===== config.mk =====
export PLATFORM = sky130hd
export DESIGN_NAME = jpeg_stream_carver
export DESIGN_NICKNAME = d
export VERILOG_FILES = /design/src/design/jsc_pkg.sv /design/src/design/jsc_window.sv /design/src/design/jsc_tracker.sv /design/src/design/jpeg_stream_carver.sv
export SDC_FILE = /design/constraint.sdc
export NUM_CORES = 1
export LEC_CHECK = 0
export BUFFER_PORTS_ARGS = -buffer_cell sky130_fd_sc_hd__buf_2
export CORE_MARGIN = 2
export CORE_UTILIZATION = 35
export CTS_CLUSTER_DIAMETER = 150
export DETAILED_ROUTE_END_ITERATION = 7
export GPL_ROUTABILITY_DRIVEN = 0
export HOLD_SLACK_MARGIN = 0.06
export SLEW_MARGIN = 20
export SYNTH_ARGS = -nofsm -noshare
export SYNTH_HDL_FRONTEND = slang
export SYNTH_SLANG_ARGS = --single-unit

===== constraint.sdc =====
create_clock -name clk -period 3.1 [get_ports clk]
set_input_delay 0.31 -clock clk [delete_from_list [all_inputs] [get_ports clk]]
set_output_delay 0.31 -clock clk [all_outputs]
set_load 0.005 [all_outputs]

===== src/design/jsc_pkg.sv =====
// ----------------------------------------------------------------------------
// jsc_pkg: shared constants and types for the JPEG stream carver
// Marker byte codes, window geometry, length limits and inter-module structs.
// ----------------------------------------------------------------------------
package jsc_pkg;

    localparam int BLOCK_BYTES = 4096;
    localparam int WIN_DEPTH   = 9;
    localparam int LEN_W       = 24;
    localparam int BYTE_W      = 8;

    localparam logic [LEN_W-1:0] LEN_MAX    = {LEN_W{1'b1}};
    localparam logic [LEN_W-1:0] HEADER_LEN = LEN_W'(10);

    // 129 blocks: the header block plus 128 further ones
    localparam int                 MAX_LEN_RST_INT = 129 * BLOCK_BYTES;
    localparam logic [LEN_W-1:0]   MAX_LEN_RST     = LEN_W'(MAX_LEN_RST_INT);

    localparam logic [BYTE_W-1:0] MK_FF   = 8'hFF;
    localparam logic [BYTE_W-1:0] MK_SOI  = 8'hD8;
    localparam logic [BYTE_W-1:0] MK_APP0 = 8'hE0;
    localparam logic [BYTE_W-1:0] MK_APP1 = 8'hE1;
    localparam logic [BYTE_W-1:0] MK_EOI  = 8'hD9;
    localparam logic [BYTE_W-1:0] CH_UP_J = 8'h4A;
    localparam logic [BYTE_W-1:0] CH_UP_F = 8'h46;
    localparam logic [BYTE_W-1:0] CH_UP_I = 8'h49;
    localparam logic [BYTE_W-1:0] CH_UP_E = 8'h45;
    localparam logic [BYTE_W-1:0] CH_LO_X = 8'h78;
    localparam logic [BYTE_W-1:0] CH_LO_I = 8'h69;
    localparam logic [BYTE_W-1:0] CH_LO_F = 8'h66;

    typedef struct packed {
        logic header_ok;   // window plus new byte form a full header
        logic prev_ff;     // newest window byte is FF
    } match_t;

    typedef struct packed {
        logic             header_hit;
        logic             in_image;
        logic             end_hit;
        logic             gave_up;
        logic [LEN_W-1:0] image_length;
    } result_t;

endpackage


===== src/design/jsc_window.sv =====
// ----------------------------------------------------------------------------
// jsc_window: nine-byte history window and header pattern match
// Shifts one byte per step and flags FF D8 FF (E0|E1) xx xx JFIF/Exif.
// ----------------------------------------------------------------------------
module jsc_window
(
    input  logic                         clk,
    input  logic                         rst_n,
    input  logic                         step,
    input  logic [jsc_pkg::BYTE_W-1:0]   new_byte,
    output jsc_pkg::match_t              match
);

    logic [jsc_pkg::BYTE_W-1:0] win_reg [jsc_pkg::WIN_DEPTH];
    logic lead;
    logic jfif;
    logic exif;

    always_comb
    begin
        lead = (win_reg[0] == jsc_pkg::MK_FF) && (win_reg[1] == jsc_pkg::MK_SOI) &&
               (win_reg[2] == jsc_pkg::MK_FF) &&
               ((win_reg[3] == jsc_pkg::MK_APP0) || (win_reg[3] == jsc_pkg::MK_APP1));
        jfif = (win_reg[6] == jsc_pkg::CH_UP_J) && (win_reg[7] == jsc_pkg::CH_UP_F) &&
               (win_reg[8] == jsc_pkg::CH_UP_I) && (new_byte == jsc_pkg::CH_UP_F);
        exif = (win_reg[6] == jsc_pkg::CH_UP_E) && (win_reg[7] == jsc_pkg::CH_LO_X) &&
               (win_reg[8] == jsc_pkg::CH_LO_I) && (new_byte == jsc_pkg::CH_LO_F);
        match.header_ok = lead && (jfif || exif);
        match.prev_ff   = (win_reg[jsc_pkg::WIN_DEPTH-1] == jsc_pkg::MK_FF);
    end

    // oldest byte at index 0, newest at the top
    always_ff @(posedge clk or negedge rst_n)
    begin
        if (!rst_n)
        begin
            for (int i = 0; i < jsc_pkg::WIN_DEPTH; i++)
            begin
                win_reg[i] <= '0;
            end
        end
        else if (step)
        begin
            for (int i = 0; i < jsc_pkg::WIN_DEPTH - 1; i++)
            begin
                win_reg[i] <= win_reg[i+1];
            end
            win_reg[jsc_pkg::WIN_DEPTH-1] <= new_byte;
        end
    end

endmodule


===== src/design/jsc_tracker.sv =====
// ----------------------------------------------------------------------------
// jsc_tracker: search / carve mode and image length counter
// Produces the per-byte result word from the match flags and current mode.
// ----------------------------------------------------------------------------
module jsc_tracker
(
    input  logic                        clk,
    input  logic                        rst_n,
    input  logic                        step,
    input  logic [jsc_pkg::BYTE_W-1:0]  new_byte,
    input  jsc_pkg::match_t             match,
    input  logic [jsc_pkg::LEN_W-1:0]   max_length,
    output jsc_pkg::result_t            res
);

    logic                       carving_reg;
    logic                       carving_next;
    logic [jsc_pkg::LEN_W-1:0]  length_reg;
    logic [jsc_pkg::LEN_W-1:0]  length_next;
    logic [jsc_pkg::LEN_W-1:0]  length_inc;

    always_comb
    begin
        // saturate at the top of the range
        length_inc   = (length_reg != jsc_pkg::LEN_MAX) ? length_reg + 1'b1 : length_reg;
        carving_next = carving_reg;
        length_next  = length_reg;
        res          = '0;
        if (carving_reg)
        begin
            length_next      = length_inc;
            res.in_image     = 1'b1;
            res.image_length = length_inc;
            if (match.prev_ff && (new_byte == jsc_pkg::MK_EOI))
            begin
                res.end_hit  = 1'b1;
                carving_next = 1'b0;
            end
            else if (length_inc >= max_length)
            begin
                res.gave_up  = 1'b1;
                carving_next = 1'b0;
            end
        end
        else if (match.header_ok)
        begin
            res.header_hit   = 1'b1;
            carving_next     = 1'b1;
            length_next      = jsc_pkg::HEADER_LEN;
            res.image_length = jsc_pkg::HEADER_LEN;
        end
    end

    always_ff @(posedge clk or negedge rst_n)
    begin
        if (!rst_n)
        begin
            carving_reg <= 1'b0;
            length_reg  <= '0;
        end
        else if (step)
        begin
            carving_reg <= carving_next;
            length_reg  <= length_next;
        end
    end

    a_hdr_starts_image: assert property (@(posedge clk) disable iff (!rst_n)
        step && res.header_hit |=> carving_reg && (length_reg == jsc_pkg::HEADER_LEN))
        else $error("header hit did not enter carving with header length");

    a_end_leaves_image: assert property (@(posedge clk) disable iff (!rst_n)
        step && (res.end_hit || res.gave_up) |=> !carving_reg)
        else $error("carving continued after end or give-up");

    a_end_excl_giveup: assert property (@(posedge clk) disable iff (!rst_n)
        !(res.end_hit && res.gave_up))
        else $error("end marker and give-up raised together");

    a_hit_only_searching: assert property (@(posedge clk) disable iff (!rst_n)
        res.header_hit |-> !carving_reg && !res.in_image)
        else $error("header hit while carving");

endmodule


===== src/design/jpeg_stream_carver.sv =====
// ----------------------------------------------------------------------------
// jpeg_stream_carver: JPEG header / end marker carving over a raw byte stream
// Input register, single-pass match and length logic, result register.
// ----------------------------------------------------------------------------
// Order: the accepting edge loads a byte into the input register; after that,
// its result word is loaded into the result register.
// Throughput: 1 byte per cycle; input register and result register both
// advance each cycle the output is not stalled.
// Reset: window cleared, mode searching, length zero, max_length to 129
// blocks; no clearing pass, bytes accepted right after reset.
module jpeg_stream_carver
(
    input  logic                        clk,
    input  logic                        rst_n,
    input  logic                        in_valid,
    output logic                        in_stall,
    input  logic [7:0]                  data_byte,
    output logic                        out_valid,
    input  logic                        out_stall,
    output logic                        header_hit,
    output logic                        in_image,
    output logic                        end_hit,
    output logic                        gave_up,
    output logic [23:0]                 image_length,
    input  logic                        cfg_valid,
    output logic                        cfg_ready,
    input  logic [23:0]                 cfg_data
);

    logic                        s1_valid_reg;
    logic [jsc_pkg::BYTE_W-1:0]  s1_byte_reg;
    logic                        out_valid_reg;
    jsc_pkg::result_t            out_reg;
    logic [jsc_pkg::LEN_W-1:0]   max_length_reg;
    logic                        out_free;
    logic                        step;
    jsc_pkg::match_t             match;
    jsc_pkg::result_t            res;

    assign out_free  = !out_valid_reg || !out_stall;
    assign step      = s1_valid_reg && out_free;
    assign in_stall  = s1_valid_reg && !out_free;
    assign cfg_ready = 1'b1;

    jsc_window u_window
    (
        .clk      (clk),
        .rst_n    (rst_n),
        .step     (step),
        .new_byte (s1_byte_reg),
        .match    (match)
    );

    jsc_tracker u_tracker
    (
        .clk        (clk),
        .rst_n      (rst_n),
        .step       (step),
        .new_byte   (s1_byte_reg),
        .match      (match),
        .max_length (max_length_reg),
        .res        (res)
    );

    // input register: refill when empty or draining this cycle
    always_ff @(posedge clk or negedge rst_n)
    begin
        if (!rst_n)
        begin
            s1_valid_reg <= 1'b0;
        end
        else if (!in_stall)
        begin
            s1_valid_reg <= in_valid;
        end
    end

    always_ff @(posedge clk)
    begin
        if (in_valid && !in_stall)
        begin
            s1_byte_reg <= data_byte;
        end
    end

    // result register: hold while stalled
    always_ff @(posedge clk or negedge rst_n)
    begin
        if (!rst_n)
        begin
            out_valid_reg <= 1'b0;
        end
        else if (out_free)
        begin
            out_valid_reg <= s1_valid_reg;
        end
    end

    always_ff @(posedge clk)
    begin
        if (step)
        begin
            out_reg <= res;
        end
    end

    always_ff @(posedge clk or negedge rst_n)
    begin
        if (!rst_n)
        begin
            max_length_reg <= jsc_pkg::MAX_LEN_RST;
        end
        else if (cfg_valid && cfg_ready)
        begin
            max_length_reg <= cfg_data;
        end
    end

    assign out_valid    = out_valid_reg;
    assign header_hit   = out_reg.header_hit;
    assign in_image     = out_reg.in_image;
    assign end_hit      = out_reg.end_hit;
    assign gave_up      = out_reg.gave_up;
    assign image_length = out_reg.image_length;

endmodule

### Word-level counts from Yosys, hierarchy flattened

Cells that the tools add are included.

| storage, ports and cells | value |
|---|---|
| input bits | 37 |
| flip-flop bits (word level) | 159 |
| output and inout bits | 31 |
| logic and storage cells | 76 |

| operators by class | value |
|---|---|
| multiplexer cells | 13 |
| bitwise gates (word level) | 1 |
| magnitude comparators | 1 |
| $add $sub $neg | 1 |
| equal/unequal tests | 16 |
| reduce and logical (&&, ||, !) cells | 24 |

Operators with widths:

| kind | number |
|---|---|
| $mux W24 | 4 |
| $eq A8 B7 Y1 const B | 8 |
| $eq A8 B8 Y1 const B | 7 |
| $add A24 B1 Y24 const B | 1 |
| $ge A24 B24 Y1 | 1 |
| $ne A24 B24 Y1 const B | 1 |
| $logic_and A1 B1 Y1 | 14 |
| $mux W1 | 7 |
| $logic_not A1 Y1 | 4 |
| $mux W4 | 1 |
| $logic_or A1 B1 Y1 | 3 |
| $mux W3 | 1 |
| $reduce_and A2 Y1 | 1 |
| $reduce_bool A2 Y1 | 1 |
| $reduce_or A2 Y1 | 1 |
| $not A1 Y1 | 1 |

### Logic depth before layout (Yosys ltp)

Gate-level depths: netlist of the first run.

| logic depth | value |
|---|---|
| depth in word-level cells | 8 |
| depth in mapped cells | 15 |
| depth with buffers taken out | 14 |

### Cells and area by module

Synthesis of the first run repeated with hierarchy kept, for this count alone.

| unflattened totals | value |
|---|---|
| cell total of the unflattened synthesis | 659 |
| area total of the unflattened synthesis | 7926.4 µm² |

By module, submodules not included:

| module | times used | area an instance (µm²) | cells each | sequential area each (µm²) |
|---|---|---|---|---|
| jsc_window | 1 | 2906.5 | 184 | 1801.7 |
| jsc_tracker | 1 | 2841.5 | 378 | 625.6 |
| jpeg_stream_carver | 1 | 2178.3 | 97 | 1734.2 |

### Worst setup path after synthesis of the first run

No wires, ideal clock.

| timing | value |
|---|---|
| path type | flip-flop to flip-flop |
| start point | reg u_tracker.length_reg[13] (netlist name) |
| end point | reg u_tracker.carving_reg |
| path slack | 0.062 ns |
| clock period less this slack | 3.038 ns |
| setup time | 0.065 ns |
| stages on the path, launching flop included | 14 |
| arrival | 2.973 ns |
| buffers on the path | 1 |
| required time | 3.035 ns |
| cell sequence | dfrtp_1 nand4_2 or3_1 buf_2 o21ai_2 nor2_1 xor2_1 ha_1 a21o_1 a21o_1 a21o_1 a2111o_1 a21oi_1 a211o_1 |

| on the way | value |
|---|---|
| cells in the longest elaborated chain, start to end | 6 |
| elaborated cells between the ends (all ways) | 7 |
| classes of those cells | 1 x add/sub; 1 x order compare; 1 x eq/ne; 4 x mux |

Ends and longest elaborated chain:

| element | RTL line | text |
|---|---|---|
| from (decl) | jsc_tracker.sv:18 | `logic [jsc_pkg::LEN_W-1:0] length_reg;` |
| from (signal assigned) | jsc_tracker.sv:64 | `length_reg <= length_next;` |
| $add A24 B1 Y24 or $ne A24 B24 Y1 (tied branches) | jsc_tracker.sv:25 | `length_inc = (length_reg != jsc_pkg::LEN_MAX) ? length_reg + 1'b1 : length_reg;` |
| $mux W24 (*) | jsc_tracker.sv:25 |  |
| named net u_tracker.length_inc, one bit | jsc_tracker.sv:20 | `logic [jsc_pkg::LEN_W-1:0] length_inc;` |
| $ge A24 B24 Y1 (*) | jsc_tracker.sv:39 | `else if (length_inc >= max_length)` |
| $mux W1 (*) | jsc_tracker.sv:39 |  |
| $mux W1 (*) | jsc_tracker.sv:34 | `if (match.prev_ff && (new_byte == jsc_pkg::MK_EOI))` |
| $mux W1 (*) | jsc_tracker.sv:29 | `if (carving_reg)` |
| to (signal assigned) | jsc_tracker.sv:63 | `carving_reg <= carving_next;` |
| to (decl) | jsc_tracker.sv:16 | `logic carving_reg;` |

Mark *: on every way through the listed nets, which the timed path passes. The rest lies on a longest branch.
A chain may end at the register's enable or synchronous reset.

### Worst setup path after layout of the first run

| timing | value |
|---|---|
| start point | reg u_tracker.length_reg[17] (netlist name) |
| end point | reg u_tracker.carving_reg |

The elaborated chain is that of the path after synthesis.

==> summary.md, run 1 <==
| Metric | Value |
|---|---|
| CP Cell Sequence | `buf_4 > nand3_1 > nor4_4 > buf_4 > o211a_1 > xor2_1 > ha_1 > a21o_1 > a21o_1 > a2111o_1 > a21oi_1 > a211o_1` |
| Worst path max stage delay | `about 0.40 ns` |
| Max frequency | `about 0.33 GHz` |
| Tmin final | `around 3.0 ns` |
| Die ar. | `approximately 0.023 sq mm` |
| Ys flop type | `dfrtp_1` |
| Post-synthesis sequential area ratio | `0.547` |
| CP arrival | `about 3.4 ns` |
| Cell variety after synth | `between 60 and 70` |
| Max FFs per register | `72` |
| Max Cap Violations | `0` |
| HP Start | `cfg_data[4]` |
| Antenna cells | `0` |
| Period utilization | `0.978` |
| Vias in the first global route | `5965` |
| Hold Crit Endpoint | `max_length_reg[4]` |
| Worst r2r dst | `u_tracker.carving_reg` |
| Synth Instances | `between 800 and 900` |
| CP delay by family, top | `compound AO/OA/AOI/OAI gates` |
| DR DRC count | `0` |
| Via-to-Cell Ratio | `about 4.9` |
| GRT overflow | `0` |
| Tot GR Track Use | `0.167` |
| Max Fanout on Critical Path | `4` |
| Worst setup margin | `roughly 0.070 ns` |
| Crit Path Category | `flop to flop` |
| Total Wirelength | `18100 um` |
| CTS max path bufs | `2` |
| Initial core utilization | `0.359` |
| Die width | `about 150 um` |
| Ports | `68` |
| Total CTS buffers | `17` |
| IO Port Bufs | `66` |
| Xor/xnor share of the synthesized area | `0.0219` |
| Syn. warnings | `0` |
| Post-Synthesis Net Count | `863` |
| Area Growth Syn to Fin | `23.4%` |
| Pwr Density | `between 600 and 700 mW/mm^2` |
| Slew margin rel. | `0.492` |
| CP Launch Type | `flop` |
| CTS clk-pin slew, worst paths | `0.06 ns` |
| Buffers plus inverters on the worst setup path | `2` |
| Setup_tns | `0 ns` |
| Worst EP required | `3.46 ns` |
| Worst slew pin tran | `roughly 0.76 ns` |
| Leak Pwr | `4.60 nW` |
| Drt first-iter violations | `about 370` |
| Synth Area in Simple Gates | `0.251` |
| Hold path depth | `3` |
| Pre-CTS setup slack | `-0.0606 ns` |
| Critical R2R Launch | `u_tracker.length_reg[17]` |
| Core ar. | `about 0.021 sq mm` |
| Overall power | `5.83 mW` |
| RSZ-0062 raised after global routing | `yes` |
| Hold Violations, Final | `0` |
| Synth Area in Adders | `0.0411` |
| Complex-gate fraction of the synthesized area | `0.0953` |
| Initial antenna violation count | `0` |
| Fraction of synthesized area in multiplexers | `0.00411` |
| Post-detail-place hpwl | `12500 um` |
| Area of the multi-input gates | `0.00327 sq mm` |
| R2R Setup Slk | `~0.070 ns` |
| Hold Path Class | `primary input to flop` |
| First-pass DRT Iterations | `5` |
| Latest clock arrival within the worst-skew pair | `between 0.4 and 0.5 ns` |
| Share of layout cells above drive strength 1 | `0.214` |
| H-tree Lvls | `4` |
| Share of async-settable or async-resettable flops after synthesis | `0.774` |
| Routed len/inst | `approximately 15 um` |
| Fillers | `~2100` |
| VDD IR max | `~0.00047 V` |
| Largest family of logic cells by synthesized area | `simple AND/OR/NAND/NOR gates` |
| CTS sink cnt | `159` |
| Seq cells post-synth | `roughly 160` |
| Final nets | `a little under 1000` |
| Routed Antenna Nets | `0` |
| Outcome | `complete, no violations` |
| Number of synthesized flops with an enable pin | `36` |
| Slowest-stage cell, CP | `a2111o_1` |
| DIE HEIGHT | `between 150 and 200 um` |
| Reg2reg path depth | `12` |
| CTS tree | `done` |
| Row count | `53` |
| Setup-failing EPs final | `0` |
| Hold WS | `~0.084 ns` |
| Max-slew violation count | `0` |
| Crit end category | `flop` |
| Clk root buf | `clkbuf_16` |
| Sequential cell area | `0.00416 sq mm` |
| Setup Skew | `slightly above 0.01 ns` |
| Largest net degree at the start of global routing | `~120` |
| First-pass GRT wire length | `slightly below 30000 um` |
| Mapped Area | `~0.0076 sq mm` |
| Vias | `roughly 6000` |
| Avg Cell Area, Syn | `9.51 sq um` |
[placed cells by master, fill, tap and decap left out, types with 17 or more instances in the layout]
master | netlist | final
and2_1 | 22 | 22
buf_2 | 8 | 65
buf_4 | 1 | 67
clkbuf_16 | 0 | 17
dfrtp_1 | 121 | 121
edfxtp_1 | 36 | 36
ha_1 | 25 | 23
inv_1 | 36 | 35
nand2_1 | 274 | 273
nor2_1 | 27 | 26
o21ai_0 | 42 | 39
[cell usage after synthesis, types with 3 or more instances]
cell	number	area, sq um
a21o_1	8	60.1
a21oi_1	12	60.1
a31oi_1	5	31.3
and2_1	22	138
and4_1	3	26.3
buf_1	4	15.0
buf_2	8	40.0
clkbuf_1	24	90.1
dfrtp_1	121	3030
edfxtp_1	36	1080
ha_1	25	313
inv_1	36	135
nand2_1	274	1030
nand2b_1	3	18.8
nand3_1	20	100
nand4_1	14	87.6
nand4_2	3	37.5
nor2_1	27	101
nor3_1	8	40.0
nor3_2	3	30.0
nor4_1	5	31.3
nor4b_1	5	43.8
nor4bb_1	6	60.1
o211ai_2	4	50.1
o21ai_0	42	210
o21ai_1	13	65.1
o31ai_1	5	37.5
or3_1	5	31.3
xnor2_1	13	114
xor2_1	6	52.6
[stage by stage]
| stage | area [sq um] | util | cells |
|---|---|---|---|
| 6_report | 9400 | 0.443 | 1214 |
| 5_1_grt | 9400 | 0.443 | 1214 |
| 4_1_cts | 9260 | 0.436 | 1210 |
| 3_5_place_dp | 8630 | 0.407 | 1169 |
| 3_3_place_gp | 8630 | 0.407 | 1169 |
| 2_1_floorplan | 7610 | - | 801 |
[worst reg2reg max path, stage by stage, from the launching register on]
cell	delay (ns)
dfrtp_1	0.37
buf_4	0.15
nand3_1	0.14
nor4_4	0.39
buf_4	0.20
o211a_1	0.17
xor2_1	0.27
ha_1	0.30
a21o_1	0.16
a21o_1	0.19
a2111o_1	0.40
a21oi_1	0.12
a211o_1	0.13
[where the power goes]
group / leakage, nW / switching (mW) / internal (mW)
clock network: 0.246 / 0.842 / 1.09
registers: 1.92 / 0.286 / 2.53
logic: 2.44 / 0.607 / 0.475
[cell type report]
class,count,share of cell area
inverters,36,0.0145
well taps,275,0.0366
clock inverters,13,0.0103
flip-flops and latches,159,0.443
multi-input cells,568,0.348
clock buffers,19,0.0461
repair buffers,144,0.102
[cell families (layout without fill, tap and decap cells)]
| logic type | after synthesis | count (layout) |
|---|---|---|
| flip-flops | 159 | 159 |
| AO/OA/AOI/OAI | 108 | 108 |
| multiplexers | 3 | 3 |
| XOR/XNOR | 19 | 19 |
| AND/OR/NAND/NOR | 412 | 412 |
| buffers and inverters | 74 | 212 |
| adder cells (fa/ha/maj) | 25 | 25 |
| other | 1 | 1 |
[metal layers]
layer,GRT usage,vias to the layer above,wire length [um]
li1,-,2952,-
met1,0.214,2868,8320
met2,0.284,110,8900
met3,0.0311,22,581
met4,0.0560,0,320
met5,0,-,0
[worst max-delay path by stage]
stage                                   from                     to  slack [ns]  depth (start not counted)
floorplan           u_tracker.length_reg[13]  u_tracker.carving_reg        0.06                         13
global placement    u_tracker.length_reg[20]                gave_up       -0.01                         11
detailed placement   u_tracker.length_reg[0]                gave_up       -0.06                         13
CTS                 u_tracker.length_reg[14]  u_tracker.carving_reg       0.001                         11
global route         u_tracker.length_reg[1]                gave_up       -0.14                         15
finish              u_tracker.length_reg[17]  u_tracker.carving_reg        0.07                         12
[timing repair]
action,4_1_cts,5_1_grt
setup buffers,0,4
endpoints found under the hold margin,124,0
pin swaps,0,12
endpoints found under the setup margin,2,2
gates resized for setup,2,23
hold buffers,9,0
(Power assumes the default switching activity.)
==> run 2, diff against run 1 <==
--- a/config.mk
+++ b/config.mk
@@ -6,12 +6,14 @@
 export NUM_CORES = 1
 export LEC_CHECK = 0
 export BUFFER_PORTS_ARGS = -buffer_cell sky130_fd_sc_hd__buf_2
+export CAP_MARGIN = 20
 export CORE_MARGIN = 2
 export CORE_UTILIZATION = 35
 export CTS_CLUSTER_DIAMETER = 150
 export DETAILED_ROUTE_END_ITERATION = 7
 export GPL_ROUTABILITY_DRIVEN = 0
 export HOLD_SLACK_MARGIN = 0.06
+export REMOVE_ABC_BUFFERS = 1
 export SLEW_MARGIN = 20
 export SYNTH_ARGS = -nofsm -noshare
 export SYNTH_HDL_FRONTEND = slang
==> run 2 against run 1 <==
Against the previous run: clock power grew 12%; non-clock buffer count rose by 11; sequential share of layout area fell by 1.1 points; register-to-register slack gained 0.05 ns; sequential cell count is the same; worst hold slack worse by 0.00060 ns; via count shrank 1.2%; largest cell class unchanged.
==> summary.md, run 2 (same netlist as run 1, synthesis figures left out) <==
| Metric | Value |
|---|---|
| Outcome | `complete, no violations` |
| Clk root buf | `clkbuf_16` |
| Die width | `152 um (unchanged)` |
| Hold Path Class | `primary input to flop` |
| IO Port Bufs | `66 (unchanged)` |
| Area Growth Syn to Fin | `26.6%` |
| Slew margin rel. | `0.411 (-0.0815)` |
| First-pass DRT Iterations | `4 (-1)` |
| Max FFs per register | `72 (unchanged)` |
| Sequential share of power | `0.463 (-0.020)` |
| Hold Violations, Final | `0 (unchanged)` |
| CP Launch Type | `flop` |
| VDD IR max | `0.000459 V (-2.1%)` |
| Tmin final | `2.98 ns (-0.0496 ns)` |
| Vias in the first global route | `5681 (-4.8%)` |
| Total Wirelength | `17800 um (-1.6%)` |
| Switching share of power | `0.283 (-0.0148)` |
| DIE HEIGHT | `152 um (unchanged)` |
| Final core occ | `0.454 (+0.0113)` |
| CP arrival | `3.15 ns (-0.24 ns)` |
| Sequential cell area | `0.00416 sq mm (about the same)` |
| Share of layout cells above drive strength 1 | `0.238 (+0.0238)` |
| CTS sink cnt | `159 (unchanged)` |
| Reg2reg path depth | `13 (+1)` |
| Pwr Density | `632 mW/mm^2 (+1.8%)` |
| Setup-failing EPs final | `0 (unchanged)` |
| Worst path max stage delay | `0.40 ns (about the same)` |
| Commonest non-fill, non-tap cell in the layout | `nand2_1` |
| Worst slew pin tran | `0.884 ns (+0.122 ns)` |
| Setup Skew | `0.0122 ns (+0.00214 ns)` |
| Area of the multi-input gates | `0.00335 sq mm (+2.6%)` |
| Worst EP required | `3.27 ns (-0.19 ns)` |
| Slowest-stage cell, CP | `dfrtp_1` |
| Tot GR Track Use | `0.160 (-0.00724)` |
| Overall power | `6.09 mW (+4.4%)` |
| CTS max path bufs | `2 (unchanged)` |
| Ports | `68 (unchanged)` |
| Crit Path Category | `flop to flop` |
| Core ar. | `0.0212 sq mm (unchanged)` |
| Via-to-Cell Ratio | `4.80 (-2.1%)` |
| DR DRC count | `0 (unchanged)` |
| CTS tree | `done` |
| Initial core utilization | `0.359 (unchanged)` |
| Total CTS buffers | `17 (unchanged)` |
| Row count | `53 (unchanged)` |
| Die ar. | `0.0230 sq mm (unchanged)` |
| CP Cell Sequence | `ha_4 > and4_4 > nand3_1 > buf_4 > o21ai_4 > buf_4 > xnor2_1 > ha_1 > a21o_1 > a2111oi_1 > o21ai_1 > nand2_1 > a311oi_2` |
| Period utilization | `0.962 (-0.0160)` |
| Largest net degree at the start of global routing | `65 (-48%)` |
| Fillers | `2038 (-1.1%)` |
| Latest clock arrival within the worst-skew pair | `0.43 ns (about the same)` |
| Drt first-iter violations | `362 (-2.7%)` |
| Initial antenna violation count | `0 (unchanged)` |
| Internal power | `4.37 mW (+6.6%)` |
| Setup_tns | `0 ns (unchanged)` |
| Leak Pwr | `4.71 nW (+2.2%)` |
| H-tree Lvls | `4 (unchanged)` |
| Clock share of power | `0.354 (+0.023)` |
| Vias | `5879 (-1.2%)` |
| Post-detail-place hpwl | `12200 um (-2.2%)` |
| Max Fanout on Critical Path | `5 (+1)` |
| Logic pwr share | `0.183 (-0.003)` |
| GRT overflow | `0 (unchanged)` |
| CTS clk-pin slew, worst paths | `0.07 ns (about the same)` |
| Crit end category | `flop` |
| Most used cell, CP | `buf_4` |
| Max-slew violation count | `0 (unchanged)` |
| Max Cap Violations | `0 (unchanged)` |
| Hold path depth | `3 (unchanged)` |
| First-pass GRT wire length | `28600 um (-3.5%)` |
| Sw power | `1.72 mW (-0.79%)` |
| Routed Antenna Nets | `0 (unchanged)` |
| Routed len/inst | `14.6 um (-2.4%)` |
| Most frequent cells in the layout | `nand2_1, dfrtp_1, buf_4` |
| Max frequency | `0.335 GHz (+1.7%)` |
| Final nets | `999 (+1.1%)` |
| Antenna cells | `0 (unchanged)` |
[run 2: routing by layer]
layer,wire length (um),GRT usage,up-vias
met3,519,0.0386,13
met4,129,0.0282,0
li1,-,-,2970
met2,8840,0.270,79
met1,8350,0.212,2817
met5,0,0,-
[run 2: power by group through the flow]
stage                     Clock, mW  Combinational [mW]  Sequential, mW
after floorplan                   0               0.615            2.79
after global placement            0                1.02            2.84
after detailed placement          0                1.04            2.85
after CTS                      2.21                1.07            2.81
after global routing           2.32                1.27            2.87
final                          2.16                1.11            2.82
[run 2: per-stage QoR]
stage               instances  instance area [sq um]  hold slack, ns  setup slack [ns]
floorplan                 763                   7450          0.0144             -1.91
global placement         1175                   8680           0.445          -0.00279
detailed placement       1175                   8680           0.449           -0.0874
CTS                      1219                   9420          0.0719           0.00706
global route             1225                   9640          0.0733           -0.0806
finish                   1225                   9640          0.0834             0.119
[run 2: worst max-delay path, delay by kind of cell (launching register included)]
kind,cells,cell delay [ns]
AOI/OAI and AO/OA,5,0.97
DFF,1,0.40
adders and majority gates,2,0.44
buffers and inverters,2,0.33
xor gates and xnor gates,1,0.14
and+or+nand+nor,3,0.43
[run 2: final timing paths]
kind                                         startpoint                       end  slack [ns]
worst max-delay path            u_tracker.length_reg[1]                   gave_up        0.12
worst min-delay path                       cfg_data[13]        max_length_reg[13]        0.08
worst max register to register  u_tracker.length_reg[1]                   gave_up        0.12
worst min register to register     u_window.win_reg[30]      u_window.win_reg[38]        0.47
max in group asynchronous                         rst_n                 out_valid        1.75
min in group asynchronous                         rst_n  u_tracker.length_reg[10]        0.56
[run 2: area by class of cell]
cell class	count	area share
clock buffer	22	0.0492
clock inverter	10	0.0140
inverter	36	0.0141
multi-input combinational	568	0.348
sequential	159	0.432
tap	275	0.0357
timing repair buffer	155	0.107
[run 2: repair_timing]
item	CTS	global route
endpoints found under the hold margin	67	0
hold buffers	9	0
pin swaps	5	9
resized for setup	5	32
setup endpoints to repair	2	2
setup buffers	3	6
